$ cat src/hdl/wlss_pkg.sv
// ----------------------------------------------------------------------------
// wlss_pkg
// Shared types, constants and lookup functions for the wavetable lane
// sample source.
// ----------------------------------------------------------------------------
package wlss_pkg;

    localparam int LANE_COUNT  = 8;
    localparam int WAVE_STEPS  = 32;
    localparam int STORE_DEPTH = LANE_COUNT * WAVE_STEPS;
    localparam int ADDR_W      = $clog2(STORE_DEPTH);

    localparam int LANE_W   = 3;
    localparam int IDX_W    = 5;
    localparam int SAMPLE_W = 8;
    localparam int CFG_IDX_W  = 2;
    localparam int CFG_DATA_W = 24;

    // Opcodes.
    localparam logic OP_READ  = 1'b0;
    localparam logic OP_WRITE = 1'b1;

    // Chip modes.
    localparam logic [1:0] MODE_5BIT = 2'd0;
    localparam logic [1:0] MODE_4BIT = 2'd1;
    localparam logic [1:0] MODE_8BIT = 2'd2;
    localparam logic [1:0] MODE_NONE = 2'd3;

    // Configuration register indexes.
    localparam logic [CFG_IDX_W-1:0] CFG_CHIP_MODE     = 2'd0;
    localparam logic [CFG_IDX_W-1:0] CFG_SHAPE_CHOICES = 2'd1;
    localparam logic [CFG_IDX_W-1:0] CFG_PULSE_THRESH  = 2'd2;
    localparam logic [CFG_IDX_W-1:0] CFG_CUSTOM_FLAGS  = 2'd3;

    // Shape choices.
    localparam logic [2:0] SHAPE_SINE     = 3'd0;
    localparam logic [2:0] SHAPE_SAW      = 3'd1;
    localparam logic [2:0] SHAPE_TRIANGLE = 3'd2;
    localparam logic [2:0] SHAPE_PULSE    = 3'd3;
    localparam logic [2:0] SHAPE_PATTERN  = 3'd4;

    typedef struct packed {
        logic [1:0]  chip_mode;
        logic [23:0] shape_choices;
        logic [4:0]  pulse_threshold;
        logic [7:0]  custom_lane_flags;
    } cfg_t;

    // Choices above the pattern code act as the pattern.
    function automatic logic [2:0] clamp_choice(input logic [2:0] c);
        clamp_choice = (c > SHAPE_PATTERN) ? SHAPE_PATTERN : c;
    endfunction

    function automatic logic [SAMPLE_W-1:0] mode_max(input logic [1:0] mode);
        unique case (mode)
            MODE_5BIT: mode_max = 8'd31;
            MODE_4BIT: mode_max = 8'd15;
            default:   mode_max = 8'd255;
        endcase
    endfunction

    function automatic logic [3:0] mode_lanes(input logic [1:0] mode);
        unique case (mode)
            MODE_5BIT: mode_lanes = 4'd6;
            MODE_4BIT: mode_lanes = 4'd8;
            MODE_8BIT: mode_lanes = 4'd5;
            default:   mode_lanes = 4'd0;
        endcase
    endfunction

    function automatic logic [SAMPLE_W-1:0] sine5(input logic [IDX_W-1:0] i);
        case (i)
            5'd0:  sine5 = 8'd16;  5'd1:  sine5 = 8'd19;  5'd2:  sine5 = 8'd21;
            5'd3:  sine5 = 8'd24;  5'd4:  sine5 = 8'd26;  5'd5:  sine5 = 8'd28;
            5'd6:  sine5 = 8'd30;  5'd7:  sine5 = 8'd31;  5'd8:  sine5 = 8'd31;
            5'd9:  sine5 = 8'd31;  5'd10: sine5 = 8'd30;  5'd11: sine5 = 8'd28;
            5'd12: sine5 = 8'd26;  5'd13: sine5 = 8'd24;  5'd14: sine5 = 8'd21;
            5'd15: sine5 = 8'd19;  5'd16: sine5 = 8'd16;  5'd17: sine5 = 8'd12;
            5'd18: sine5 = 8'd10;  5'd19: sine5 = 8'd7;   5'd20: sine5 = 8'd5;
            5'd21: sine5 = 8'd3;   5'd22: sine5 = 8'd1;   5'd23: sine5 = 8'd0;
            5'd24: sine5 = 8'd0;   5'd25: sine5 = 8'd0;   5'd26: sine5 = 8'd1;
            5'd27: sine5 = 8'd3;   5'd28: sine5 = 8'd5;   5'd29: sine5 = 8'd7;
            5'd30: sine5 = 8'd10;  default: sine5 = 8'd12;
        endcase
    endfunction

    function automatic logic [SAMPLE_W-1:0] sine4(input logic [IDX_W-1:0] i);
        case (i)
            5'd0:  sine4 = 8'd8;   5'd1:  sine4 = 8'd9;   5'd2:  sine4 = 8'd10;
            5'd3:  sine4 = 8'd12;  5'd4:  sine4 = 8'd13;  5'd5:  sine4 = 8'd14;
            5'd6:  sine4 = 8'd14;  5'd7:  sine4 = 8'd15;  5'd8:  sine4 = 8'd15;
            5'd9:  sine4 = 8'd15;  5'd10: sine4 = 8'd14;  5'd11: sine4 = 8'd14;
            5'd12: sine4 = 8'd13;  5'd13: sine4 = 8'd12;  5'd14: sine4 = 8'd10;
            5'd15: sine4 = 8'd9;   5'd16: sine4 = 8'd8;   5'd17: sine4 = 8'd6;
            5'd18: sine4 = 8'd5;   5'd19: sine4 = 8'd3;   5'd20: sine4 = 8'd2;
            5'd21: sine4 = 8'd1;   5'd22: sine4 = 8'd1;   5'd23: sine4 = 8'd0;
            5'd24: sine4 = 8'd0;   5'd25: sine4 = 8'd0;   5'd26: sine4 = 8'd1;
            5'd27: sine4 = 8'd1;   5'd28: sine4 = 8'd2;   5'd29: sine4 = 8'd3;
            5'd30: sine4 = 8'd5;   default: sine4 = 8'd6;
        endcase
    endfunction

    function automatic logic [SAMPLE_W-1:0] sine8(input logic [IDX_W-1:0] i);
        case (i)
            5'd0:  sine8 = 8'd128; 5'd1:  sine8 = 8'd153; 5'd2:  sine8 = 8'd177;
            5'd3:  sine8 = 8'd199; 5'd4:  sine8 = 8'd218; 5'd5:  sine8 = 8'd234;
            5'd6:  sine8 = 8'd245; 5'd7:  sine8 = 8'd253; 5'd8:  sine8 = 8'd255;
            5'd9:  sine8 = 8'd253; 5'd10: sine8 = 8'd245; 5'd11: sine8 = 8'd234;
            5'd12: sine8 = 8'd218; 5'd13: sine8 = 8'd199; 5'd14: sine8 = 8'd177;
            5'd15: sine8 = 8'd153; 5'd16: sine8 = 8'd128; 5'd17: sine8 = 8'd103;
            5'd18: sine8 = 8'd79;  5'd19: sine8 = 8'd57;  5'd20: sine8 = 8'd38;
            5'd21: sine8 = 8'd22;  5'd22: sine8 = 8'd11;  5'd23: sine8 = 8'd3;
            5'd24: sine8 = 8'd1;   5'd25: sine8 = 8'd3;   5'd26: sine8 = 8'd11;
            5'd27: sine8 = 8'd22;  5'd28: sine8 = 8'd38;  5'd29: sine8 = 8'd57;
            5'd30: sine8 = 8'd79;  default: sine8 = 8'd103;
        endcase
    endfunction

endpackage

$ cat src/hdl/wlss_store.sv
// ----------------------------------------------------------------------------
// wlss_store
// Custom sample store: one synchronous memory with a registered read port
// and one valid bit per entry, so that entries never written read as zero.
// ----------------------------------------------------------------------------
module wlss_store
(
    input  logic                                  clk,
    input  logic                                  rst_n,
    input  logic                                  wr_en,
    input  logic [wlss_pkg::ADDR_W-1:0]           wr_addr,
    input  logic [wlss_pkg::SAMPLE_W-1:0]         wr_data,
    input  logic                                  rd_en,
    input  logic [wlss_pkg::ADDR_W-1:0]           rd_addr,
    output logic [wlss_pkg::SAMPLE_W-1:0]         rd_data
);

    logic [wlss_pkg::SAMPLE_W-1:0]    mem [wlss_pkg::STORE_DEPTH];
    logic [wlss_pkg::STORE_DEPTH-1:0] valid_reg;
    logic [wlss_pkg::SAMPLE_W-1:0]    rd_word_reg;
    logic                             rd_valid_reg;

    always_ff @(posedge clk)
    begin
        if (wr_en)
        begin
            mem[wr_addr] <= wr_data;
        end
        if (rd_en)
        begin
            rd_word_reg <= mem[rd_addr];
        end
    end

    always_ff @(posedge clk or negedge rst_n)
    begin
        if (!rst_n)
        begin
            valid_reg    <= '0;
            rd_valid_reg <= 1'b0;
        end
        else
        begin
            if (wr_en)
            begin
                valid_reg[wr_addr] <= 1'b1;
            end
            if (rd_en)
            begin
                rd_valid_reg <= valid_reg[rd_addr];
            end
        end
    end

    // An entry that was never written since reset reads as zero.
    assign rd_data = rd_valid_reg ? rd_word_reg : '0;

endmodule

$ cat src/hdl/wlss_shape.sv
// ----------------------------------------------------------------------------
// wlss_shape
// Generated wave shapes: sine, saw, triangle, pulse and the index and lane
// pattern, for the lane's effective shape choice in the current mode.
// ----------------------------------------------------------------------------
module wlss_shape
(
    input  wlss_pkg::cfg_t                   cfg,
    input  logic [wlss_pkg::LANE_W-1:0]      lane,
    input  logic [wlss_pkg::IDX_W-1:0]       idx,
    output logic [wlss_pkg::SAMPLE_W-1:0]    shape_value
);

    logic [2:0]  own_choice;
    logic [2:0]  choice;
    logic [7:0]  maxv;
    logic [12:0] saw_prod;
    logic [12:0] saw_sum;
    logic [3:0]  tri_t;
    logic [7:0]  tri_value;
    logic [7:0]  sine_value;
    logic        pulse_high;
    logic [7:0]  pat5;
    logic [7:0]  pat4;
    logic [7:0]  pat8;
    logic [7:0]  pat_value;

    always_comb
    begin
        own_choice = wlss_pkg::clamp_choice(cfg.shape_choices[3*lane +: 3]);
        // A zero choice defers to lane 0's choice.
        choice = (own_choice == wlss_pkg::SHAPE_SINE)
               ? wlss_pkg::clamp_choice(cfg.shape_choices[2:0]) : own_choice;
        maxv = wlss_pkg::mode_max(cfg.chip_mode);

        saw_prod = 13'(maxv) * 13'(idx);
        saw_sum  = saw_prod + 13'd16;

        // Folded index for the triangle; the second half counts down.
        tri_t = idx[4] ? ~idx[3:0] : idx[3:0];
        unique case (cfg.chip_mode)
            wlss_pkg::MODE_5BIT: tri_value = 8'({tri_t, 1'b0}) + 8'(tri_t[3]);
            wlss_pkg::MODE_4BIT: tri_value = 8'(tri_t);
            default:             tri_value = {tri_t, tri_t};
        endcase

        unique case (cfg.chip_mode)
            wlss_pkg::MODE_5BIT: sine_value = wlss_pkg::sine5(idx);
            wlss_pkg::MODE_4BIT: sine_value = wlss_pkg::sine4(idx);
            default:             sine_value = wlss_pkg::sine8(idx);
        endcase

        if (cfg.chip_mode == wlss_pkg::MODE_5BIT)
        begin
            pulse_high = ~idx[4];
        end
        else
        begin
            pulse_high = idx < cfg.pulse_threshold;
        end

        pat5 = 8'(idx) * 8'd13 + 8'(lane) * 8'd7;
        pat4 = 8'(idx) * 8'd5 + 8'(lane) * 8'd3;
        pat8 = 8'(idx) * 8'd17 + 8'(lane) * 8'd29;
        unique case (cfg.chip_mode)
            wlss_pkg::MODE_5BIT: pat_value = {3'd0, pat5[4:0]};
            wlss_pkg::MODE_4BIT: pat_value = {4'd0, pat4[3:0]};
            default:             pat_value = pat8;
        endcase

        case (choice)
            wlss_pkg::SHAPE_SAW:      shape_value = saw_sum[12:5];
            wlss_pkg::SHAPE_TRIANGLE: shape_value = tri_value;
            wlss_pkg::SHAPE_PULSE:    shape_value = pulse_high ? maxv : 8'd0;
            wlss_pkg::SHAPE_PATTERN:  shape_value = pat_value;
            default:                  shape_value = sine_value;
        endcase
    end

endmodule

$ cat src/hdl/wavetable_lane_sample_source_unit.sv
// Path: a read word's store read and its stage 1 registers are loaded when the word
// is accepted; its result then enters the output register, which a stalled output holds back.
// Throughput: one word per cycle, read or write, with no bubbles between words, while
// the output is not stalled. Each word makes one custom store access on a shared address.
// Reset: asynchronous, active low; registers return to their reset values and
// all custom store valid bits clear at once, so the store reads as zero.
// ----------------------------------------------------------------------------
// wavetable_lane_sample_source_unit
// Answers one wavetable sample per read word for a lane and a 32-step index,
// and fills the custom sample store on write words.
// ----------------------------------------------------------------------------
module wavetable_lane_sample_source_unit
(
    input  logic                                clk,
    input  logic                                rst_n,

    // Configuration write channel.
    input  logic                                cfg_valid,
    output logic                                cfg_ready,
    input  logic [wlss_pkg::CFG_IDX_W-1:0]      cfg_index,
    input  logic [wlss_pkg::CFG_DATA_W-1:0]     cfg_data,

    // Input word channel.
    input  logic                                in_valid,
    output logic                                in_ready,
    input  logic                                opcode,
    input  logic [wlss_pkg::LANE_W-1:0]         lane,
    input  logic [wlss_pkg::IDX_W-1:0]          sample_index,
    input  logic [wlss_pkg::SAMPLE_W-1:0]       write_value,

    // Result word channel.
    output logic                                out_valid,
    input  logic                                out_ready,
    output logic [wlss_pkg::SAMPLE_W-1:0]       sample_value
);

    // ------------------------------------------------------------------
    // Configuration registers. Writes are always taken; software must only
    // change them while no word is in flight, which the block does not enforce.
    // ------------------------------------------------------------------
    logic [1:0]  chip_mode_reg;
    logic [23:0] shape_choices_reg;
    logic [4:0]  pulse_threshold_reg;
    logic [7:0]  custom_flags_reg;
    wlss_pkg::cfg_t cfg;

    assign cfg_ready = 1'b1;

    always_ff @(posedge clk or negedge rst_n)
    begin
        if (!rst_n)
        begin
            chip_mode_reg       <= wlss_pkg::MODE_NONE;
            shape_choices_reg   <= '0;
            pulse_threshold_reg <= 5'd16;
            custom_flags_reg    <= '0;
        end
        else if (cfg_valid && cfg_ready)
        begin
            unique case (cfg_index)
                wlss_pkg::CFG_CHIP_MODE:     chip_mode_reg       <= cfg_data[1:0];
                wlss_pkg::CFG_SHAPE_CHOICES: shape_choices_reg   <= cfg_data[23:0];
                wlss_pkg::CFG_PULSE_THRESH:  pulse_threshold_reg <= cfg_data[4:0];
                default:                     custom_flags_reg    <= cfg_data[7:0];
            endcase
        end
    end

    assign cfg.chip_mode         = chip_mode_reg;
    assign cfg.shape_choices     = shape_choices_reg;
    assign cfg.pulse_threshold   = pulse_threshold_reg;
    assign cfg.custom_lane_flags = custom_flags_reg;

    // ------------------------------------------------------------------
    // Pipeline control. Stage 1 holds the word whose store read is in
    // flight; the output register holds the finished result. A write word
    // updates the store at the edge it is accepted, so a read of the same
    // entry on the next word already sees the new data and no forwarding
    // path is needed. A write word leaves stage 1 without a result.
    // ------------------------------------------------------------------
    logic                             s1_valid_reg;
    logic                             s1_op_reg;
    logic [wlss_pkg::LANE_W-1:0]      s1_lane_reg;
    logic [wlss_pkg::IDX_W-1:0]       s1_idx_reg;
    logic                             out_valid_reg;
    logic [wlss_pkg::SAMPLE_W-1:0]    out_sample_reg;
    logic [wlss_pkg::SAMPLE_W-1:0]    out_limit_reg;

    logic                             in_accept;
    logic                             out_en;
    logic                             s1_free;
    logic                             s1_is_read;
    logic                             wr_en;
    logic                             rd_en;
    logic [wlss_pkg::ADDR_W-1:0]      store_addr;
    logic [wlss_pkg::SAMPLE_W-1:0]    store_data;

    assign out_en     = !out_valid_reg || out_ready;
    assign s1_is_read = s1_valid_reg && (s1_op_reg == wlss_pkg::OP_READ);
    assign s1_free    = !s1_is_read || out_en;
    assign in_ready   = s1_free;
    assign in_accept  = in_valid && in_ready;

    // Entry address is lane * WAVE_STEPS + index; lanes beyond the store are
    // never written and their reads are forced to zero below.
    assign store_addr = wlss_pkg::ADDR_W'({lane, sample_index});
    assign wr_en = in_accept && (opcode == wlss_pkg::OP_WRITE)
                && ({1'b0, lane} < 4'(wlss_pkg::LANE_COUNT));
    assign rd_en = in_accept && (opcode == wlss_pkg::OP_READ);

    wlss_store u_store
    (
        .clk     (clk),
        .rst_n   (rst_n),
        .wr_en   (wr_en),
        .wr_addr (store_addr),
        .wr_data (write_value),
        .rd_en   (rd_en),
        .rd_addr (store_addr),
        .rd_data (store_data)
    );

    always_ff @(posedge clk or negedge rst_n)
    begin
        if (!rst_n)
        begin
            s1_valid_reg <= 1'b0;
        end
        else if (s1_free)
        begin
            s1_valid_reg <= in_accept;
        end
    end

    always_ff @(posedge clk)
    begin
        if (s1_free)
        begin
            s1_op_reg   <= opcode;
            s1_lane_reg <= lane;
            s1_idx_reg  <= sample_index;
        end
    end

    // ------------------------------------------------------------------
    // Result selection for the word in stage 1.
    // ------------------------------------------------------------------
    logic [wlss_pkg::SAMPLE_W-1:0] shape_value;
    logic [wlss_pkg::SAMPLE_W-1:0] maxv;
    logic [wlss_pkg::SAMPLE_W-1:0] custom_value;
    logic                          lane_live;
    logic [wlss_pkg::SAMPLE_W-1:0] result_next;
    logic [wlss_pkg::SAMPLE_W-1:0] limit_next;

    wlss_shape u_shape
    (
        .cfg         (cfg),
        .lane        (s1_lane_reg),
        .idx         (s1_idx_reg),
        .shape_value (shape_value)
    );

    always_comb
    begin
        maxv = wlss_pkg::mode_max(cfg.chip_mode);
        // Lanes past the mode's count, or past the store, read as silence;
        // the none mode has a count of zero.
        lane_live = ({1'b0, s1_lane_reg} < wlss_pkg::mode_lanes(cfg.chip_mode))
                 && ({1'b0, s1_lane_reg} < 4'(wlss_pkg::LANE_COUNT));
        custom_value = (store_data > maxv) ? maxv : store_data;
        if (!lane_live)
        begin
            result_next = '0;
        end
        else if (cfg.custom_lane_flags[s1_lane_reg])
        begin
            result_next = custom_value;
        end
        else
        begin
            result_next = shape_value;
        end
        limit_next = (cfg.chip_mode == wlss_pkg::MODE_NONE) ? '0 : maxv;
    end

    // ------------------------------------------------------------------
    // Output register.
    // ------------------------------------------------------------------
    always_ff @(posedge clk or negedge rst_n)
    begin
        if (!rst_n)
        begin
            out_valid_reg <= 1'b0;
        end
        else if (out_en)
        begin
            out_valid_reg <= s1_is_read;
        end
    end

    always_ff @(posedge clk)
    begin
        if (out_en)
        begin
            out_sample_reg <= result_next;
            out_limit_reg  <= limit_next;
        end
    end

    assign out_valid    = out_valid_reg;
    assign sample_value = out_sample_reg;

    // ------------------------------------------------------------------
    // Assertions.
    // ------------------------------------------------------------------
    // A result never exceeds the maximum of the mode it was produced in.
    a_result_in_range: assert property (@(posedge clk) disable iff (!rst_n)
        out_valid_reg |-> (out_sample_reg <= out_limit_reg))
        else $error("sample above mode maximum");

    // With the output register empty the block must take a new word.
    a_ready_when_empty: assert property (@(posedge clk) disable iff (!rst_n)
        !out_valid_reg |-> in_ready)
        else $error("input stalled with empty output register");

    // A read word blocked in stage 1 keeps its place and its store data.
    a_s1_holds: assert property (@(posedge clk) disable iff (!rst_n)
        (s1_is_read && !out_en) |=>
            (s1_is_read && $stable(s1_lane_reg) && $stable(s1_idx_reg)
             && $stable(store_data)))
        else $error("stage 1 word lost while stalled");

endmodule
$ cat config.mk
export PLATFORM = sky130hd
export DESIGN_NAME = wavetable_lane_sample_source_unit
export DESIGN_NICKNAME = d
export VERILOG_FILES = /design/src/hdl/wlss_pkg.sv /design/src/hdl/wlss_store.sv /design/src/hdl/wlss_shape.sv /design/src/hdl/wavetable_lane_sample_source_unit.sv
export SDC_FILE = /design/constraint.sdc
export NUM_CORES = 2
export LEC_CHECK = 0
export BUFFER_PORTS_ARGS = -buffer_cell sky130_fd_sc_hd__buf_2
export CAP_MARGIN = 20
export CORE_ASPECT_RATIO = 0.5
export CORE_MARGIN = 2
export CORE_UTILIZATION = 50
export DETAILED_ROUTE_END_ITERATION = 7
export PLACE_DENSITY_LB_ADDON = 0.08
export REMOVE_ABC_BUFFERS = 1
export SYNTH_ARGS = -nofsm -noshare
export SYNTH_HDL_FRONTEND = slang
export SYNTH_HIERARCHICAL = 1
export SYNTH_SLANG_ARGS = --single-unit
$ cat constraint.sdc
create_clock -name clk -period 5.4 [get_ports clk]
set_input_delay 0.81 -clock clk [delete_from_list [all_inputs] [get_ports clk]]
set_output_delay 0.81 -clock clk [all_outputs]
set_load 0.05 [all_outputs]
After elaboration in Yosys (flattened, before gate mapping):

Memories as Yosys holds them, arrays and structs flattened. A register that Yosys moved wholly into a read port is not among the register bits.
Cells that the tools add are included.

* bits in registers: 315
* memory bits (writable): 2048
* ROM bits: 544
* output and inout port bits: 11
* logic and storage cells: 95
* memories kept: 4

Memories
* u_store.mem: depth 256, width 8, read ports 1, clocked after Yosys merged registers in 1, wr ports 1, line wlss_store.sv:18 `logic [wlss_pkg::SAMPLE_W-1:0] mem [wlss_pkg::STORE_DEPTH];`
* (no name shown): depth 32, width 8, read ports 1, clocked after Yosys merged registers in 1, wr ports 0, line wlss_pkg.sv:104 `case (i)`
* (no name shown): depth 32, width 5, read ports 1, clocked after Yosys merged registers in 1, wr ports 0, line wlss_pkg.sv:72 `case (i)`
* (no name shown): depth 32, width 4, read ports 1, clocked after Yosys merged registers in 1, wr ports 0, line wlss_pkg.sv:88 `case (i)`

* add/subtract/negate cells: 5
* multipliers: 8
* $lt $le $gt $ge: 8
* equality and inequality tests: 8
* shift-type cells: 1
* muxes and demuxes: 26
* bitwise logic cells: 6
* reduce and logical (&&, ||, !) cells: 17

Operators by type and width (count)
* OR 256 bit: 1
* case mux 8 bit (2 select lines): 4
* two-way mux 8 bit: 4
* case mux 8 bit (4 select lines): 1
* variable part select 24 x 6 -> 3 bit: 1
* two-way mux 5 bit: 3
* adder 13 x 5 -> 13 bit (second input constant): 1
* multiplier 8 x 5 -> 13 bit: 1
* case mux 4 bit (3 select lines): 1
* less-than comparator 8 x 9 -> 1 bit (second input constant): 1
* two-way mux 3 bit: 3
* adder 8 bit: 1
* binary-select mux 1 bit (select 8 bit): 1
* demux 1 bit (select 8 bit): 1
* >= comparator 8 x 1 -> 1 bit (second input constant): 1
* greater-than comparator 8 bit: 1
* multiplier 3 x 5 -> 8 bit (second input constant): 1
* multiplier 5 x 5 -> 8 bit (second input constant): 1
* AND reduction 2 bit: 4
* adder 5 x 1 -> 6 bit: 1
* equality test 3 x 2 -> 1 bit (second input constant): 2
* greater-than comparator 3 bit (second input constant): 2
* two-way mux 1 bit: 6
* adder 5 bit: 1
* 23 further kinds: 35

Depth between registers and ports, before layout:

* word-level depth: 9
* gate-level depth with buffers: 20
* mapped depth without buffers: 19

Cells and area by module:

Netlist, hierarchy kept.

Modules (own cells, without submodules)
* wlss_store: times used 1, cells an instance 4286, area each 88697.6 µm²
* wlss_shape: times used 1, cells an instance 402, area each 3368.2 µm²
* wavetable_lane_sample_source_unit: times used 1, cells an instance 163, area each 2434.8 µm²

Worst setup path after synthesis:

Ideal clock, no wire load.

* path type: register to register
* start: reg s1_idx_reg[2] (netlist name)
* end: reg out_sample_reg (netlist bit sample_value[4]), data pin
* data arrival time: 4347 ps
* data required time: 5117 ps
* slack: 770 ps
* stages on the path, launching flop included: 20
* path buffers: 1
* period minus slack after synthesis: 4630 ps
* cell sequence: edfxtp_1 -> clkbuf_1 -> inv_1 -> fa_1 -> inv_1 -> fa_1 -> inv_1 -> fa_1 -> inv_1 -> ha_1 -> nor3_1 -> a211oi_1 -> a21o_1 -> a211o_1 -> nand4_1 -> o22ai_1 -> a2bb2oi_1 -> nor2_1 -> a31oi_1 -> nor3b_2

* cells in the longest elaborated chain, start to end: 6

Ends and longest elaborated chain
* start: declaration: line wavetable_lane_sample_source_unit.sv:84 `logic [wlss_pkg::IDX_W-1:0] s1_idx_reg;`
* start signal: assignment: line wavetable_lane_sample_source_unit.sv:141 `s1_idx_reg <= sample_index;`
* branches (longest 4 deep; another with multiplier 8 x 5 -> 13 bit)
* case mux 8 bit (4 select lines) *: line wlss_shape.sv:71 `case (choice)`
* net shape_value, one bit: line wavetable_lane_sample_source_unit.sv:148 `logic [wlss_pkg::SAMPLE_W-1:0] shape_value;`
* two-way mux 8 bit *: line wavetable_lane_sample_source_unit.sv:175 `else if (cfg.custom_lane_flags[s1_lane_reg])`
* end signal: assignment: line wavetable_lane_sample_source_unit.sv:205 `out_sample_reg <= result_next;`
* end: declaration: line wavetable_lane_sample_source_unit.sv:86 `logic [wlss_pkg::SAMPLE_W-1:0] out_sample_reg;`

Mark *: on every way through the listed nets, which the timed path passes.
A chain may end at the register's enable or synchronous reset.

Worst setup path after layout:

* start: reg s1_idx_reg[3] (netlist name)
* end: reg out_sample_reg (netlist bit sample_value[4]), data pin

The elaborated chain is that of the path after synthesis.

==> metrics <==
IO Port Bufs 57; number of global-route vias before repair 49500; 1st-iter DRT viols 6275; Post-route DRC 0; Internal Dissipation between 20 and 30 mW; Seq/Total Area, Yosys between 70 and 80%; setup_tns 0 ps; largest net degree at the start of global routing between 150 and 200; VDD IR max 0.000269 V; Die Ht between 300 and 400 um; Final nets 5341; Arr. time, crit path between 5000 and 6000 ps; # rows roughly 110; Pleak between 30 and 40 nW; clock sinks ~2400; cell area after synthesis 94500 sq um; initial antenna violation count 16; crit end category flop; Layout area overhead 12.9%; Max Clock Skew roughly 45 ps; Worst path top cell family by delay adder cells; main flop type after synthesis edfxtp_1; Hold WS 194 ps; DIE AREA just under 200000 sq um; vias post-DR approximately 50000; Final ANT Viol Nets 0; Root Driver clkbuf_16; WP data required between 6000 and 7000 ps; Crit-path slowest cell fa_1; post-CTS sizing 0; Fin. Hold Viols 0; Worst-Margin Slew 1300 ps; max-slew violation count 0; Max Cap Viol 0; Post-synth EDFFs around 2100; critical path type reg2reg; Die X-Extent between 600 and 700 um; critical path peak fanout 10; status complete, no violations; synth warn 6; max FFs per register approximately 2000; Total GRT Usage between 20% and 30%; fmax about 0.21 GHz; switching power about 8.8 mW; crit-path cells clkinv_1 > fa_1 > inv_1 > fa_1 > inv_1 > fa_1 > inv_1 > ha_1 > nor3_1 > a211oi_1 > a21o_1 > a211o_1 > nand4_1 > o22ai_1 > a2bb2oi_1 > nor2_1 > a31oi_1 > nor3b_2; commonest non-fill, non-tap cells in the layout 2073 x edfxtp_1, 570 x mux4_2, 314 x buf_4, 297 x nor2_1, 295 x dfrtp_1; WL final approximately 250 mm; most common cell after layout, fill and taps aside edfxtp_1; Detailed Routing Iterations Pass 1 6; layout cells sized above 1 roughly 30%; buffers and inverters on the worst path 4; TritonCTS Buffers around 210; Comb pwr share 8.8%; unrepaired setup endpoints after global routing false; Sw Ratio 22.8%; first-pass GRT wire length 362 mm; Async SR Flop Fraction around an eighth; CP max stage delay 640 ps; Worst-path clk slew roughly 70 ps; Final GP Congestion approximately 0.87; maximum root-to-sink buffer count 4; Hold Buf Count CTS 1; CORE AREA between 150000 and 200000 sq um; CTS tree built; total gr overflow 0; dpl hpwl 160 mm; routed length per instance ~32 um; final setup fails 0; H-tree depth 4; power density over the cells roughly 360 nW/um^2; Synth cell types between 60 and 70; post-DR vias/cell about 6.3; Synth Area per Inst 19.5 sq um; Clock power frac between 30 and 40%; Tcrit/Tclk final 87.5%; #FFs+latches synth between 2000 and 2500; PnR Total Power 38.6 mW; post-CTS setup buffers 0; starting density of the core 50.5%; Hold Crit Class in2reg; Mapped Cells around 4900; sequential share of power around 53%; relative slew slack 13.4%; nature of the critical path startpoint flop; minimum clock period 4730 ps; Skew-Pair Late Insertion Delay between 800 and 900 ps; Top Ports 59
## power groups by stage
stage / combinational, mW / sequential, mW / clock [mW]
after global routing: 3.65 / 20.3 / 15.9
after global placement: 3.35 / 20.6 / 0
after detailed placement: 3.38 / 20.6 / 0
after CTS: 3.39 / 20.2 / 15.2
after floorplan: 1.73 / 20.7 / 0
final: 3.39 / 20.2 / 15.0
## metal layers
metal	GRT usage [%]	part of all wire (%)
met5	0	0.017
met4	5.66	2.0
met3	8.15	11
met2	38.8	45
met1	39.0	42
## Yosys cell counts (43+ instances only)
| cell type | instances | share of area, % |
|---|---|---|
| mux4_2 | 570 | 14 |
| mux2_2 | 43 | 0.51 |
| a21oi_1 | 155 | 0.82 |
| nor2_1 | 299 | 1.2 |
| ha_1 | 76 | 1.0 |
| inv_1 | 69 | 0.27 |
| clkbuf_1 | 160 | 0.64 |
| dfrtp_1 | 295 | 7.8 |
| a22oi_1 | 263 | 2.1 |
| buf_2 | 70 | 0.37 |
| nand2_1 | 55 | 0.22 |
| or2_2 | 269 | 1.8 |
| edfxtp_1 | 2073 | 66 |
## area by class of cell
type / instances / area, sq um
multi-input cells: 2133 / 23400
fillers: 13900 / 80400
diodes: 6 / 15.0
clock buffers: 293 / 5860
flip-flops and latches: 2371 / 69700
clock inverters: 85 / 858
repair buffers: 405 / 3400
well taps: 2508 / 3140
inverters: 71 / 267
## per-stage QoR
stage | setup slack [ps] | utilization, % | std cells | instance area [sq um]
after CTS | 655 | 57.0 | 7862 | 107000
after floorplan | -912 | - | 4575 | 93300
final | 675 | 57.0 | 7872 | 107000
after detailed placement | 635 | 53.4 | 7483 | 99900
after global routing | 365 | 57.0 | 7866 | 107000
after global placement | 646 | 53.4 | 7482 | 99900
## worst paths after layout
kind | start | end | slack, ps | depth (start not counted)
setup / recovery | s1_idx_reg[3]$_DFFE_PN_ | sample_value[4]$_SDFFCE_PP0P_ | 670 | 18
hold / removal | opcode | s1_op_reg$_DFFE_PN_ | 190 | 1
setup reg to reg | s1_idx_reg[3]$_DFFE_PN_ | sample_value[4]$_SDFFCE_PP0P_ | 670 | 18
hold reg to reg | u_store/valid_reg[175]$_DFFE_PN0P_ | u_store/valid_reg[175]$_DFFE_PN0P_ | 460 | 1
max in group asynchronous | rst_n | u_store/valid_reg[117]$_DFFE_PN0P_ | 3810 | 3
min in group asynchronous | rst_n | u_store/valid_reg[233]$_DFFE_PN0P_ | 460 | 2
## cell families (layout without fill, tap and decap cells)
| family | Yosys count | after routing | share of synthesized area (%) |
|---|---|---|---|
| other | 1 | 7 | 0.00397 |
| muxes | 653 | 653 | 14.6 |
| buffers and inverters | 347 | 854 | 1.53 |
| AOI/OAI and AO/OA | 549 | 549 | 3.95 |
| and+or+nand+nor | 790 | 790 | 4.25 |
| DFF | 2371 | 2371 | 73.8 |
| adders and majority gates | 103 | 103 | 1.58 |
| xor gates and xnor gates | 37 | 37 | 0.343 |
## worst register-to-register path, cell delays in order (launching register included)
cell and delay [ps]:
edfxtp_1 350, clkinv_1 330, fa_1 650, inv_1 60, fa_1 530, inv_1 60, fa_1 540, inv_1 50
ha_1 320, nor3_1 70, a211oi_1 480, a21o_1 240, a211o_1 130, nand4_1 90, o22ai_1 140, a2bb2oi_1 190
nor2_1 70, a31oi_1 140, nor3b_2 180
No activity file was read; power rests on OpenSTA's default activity.
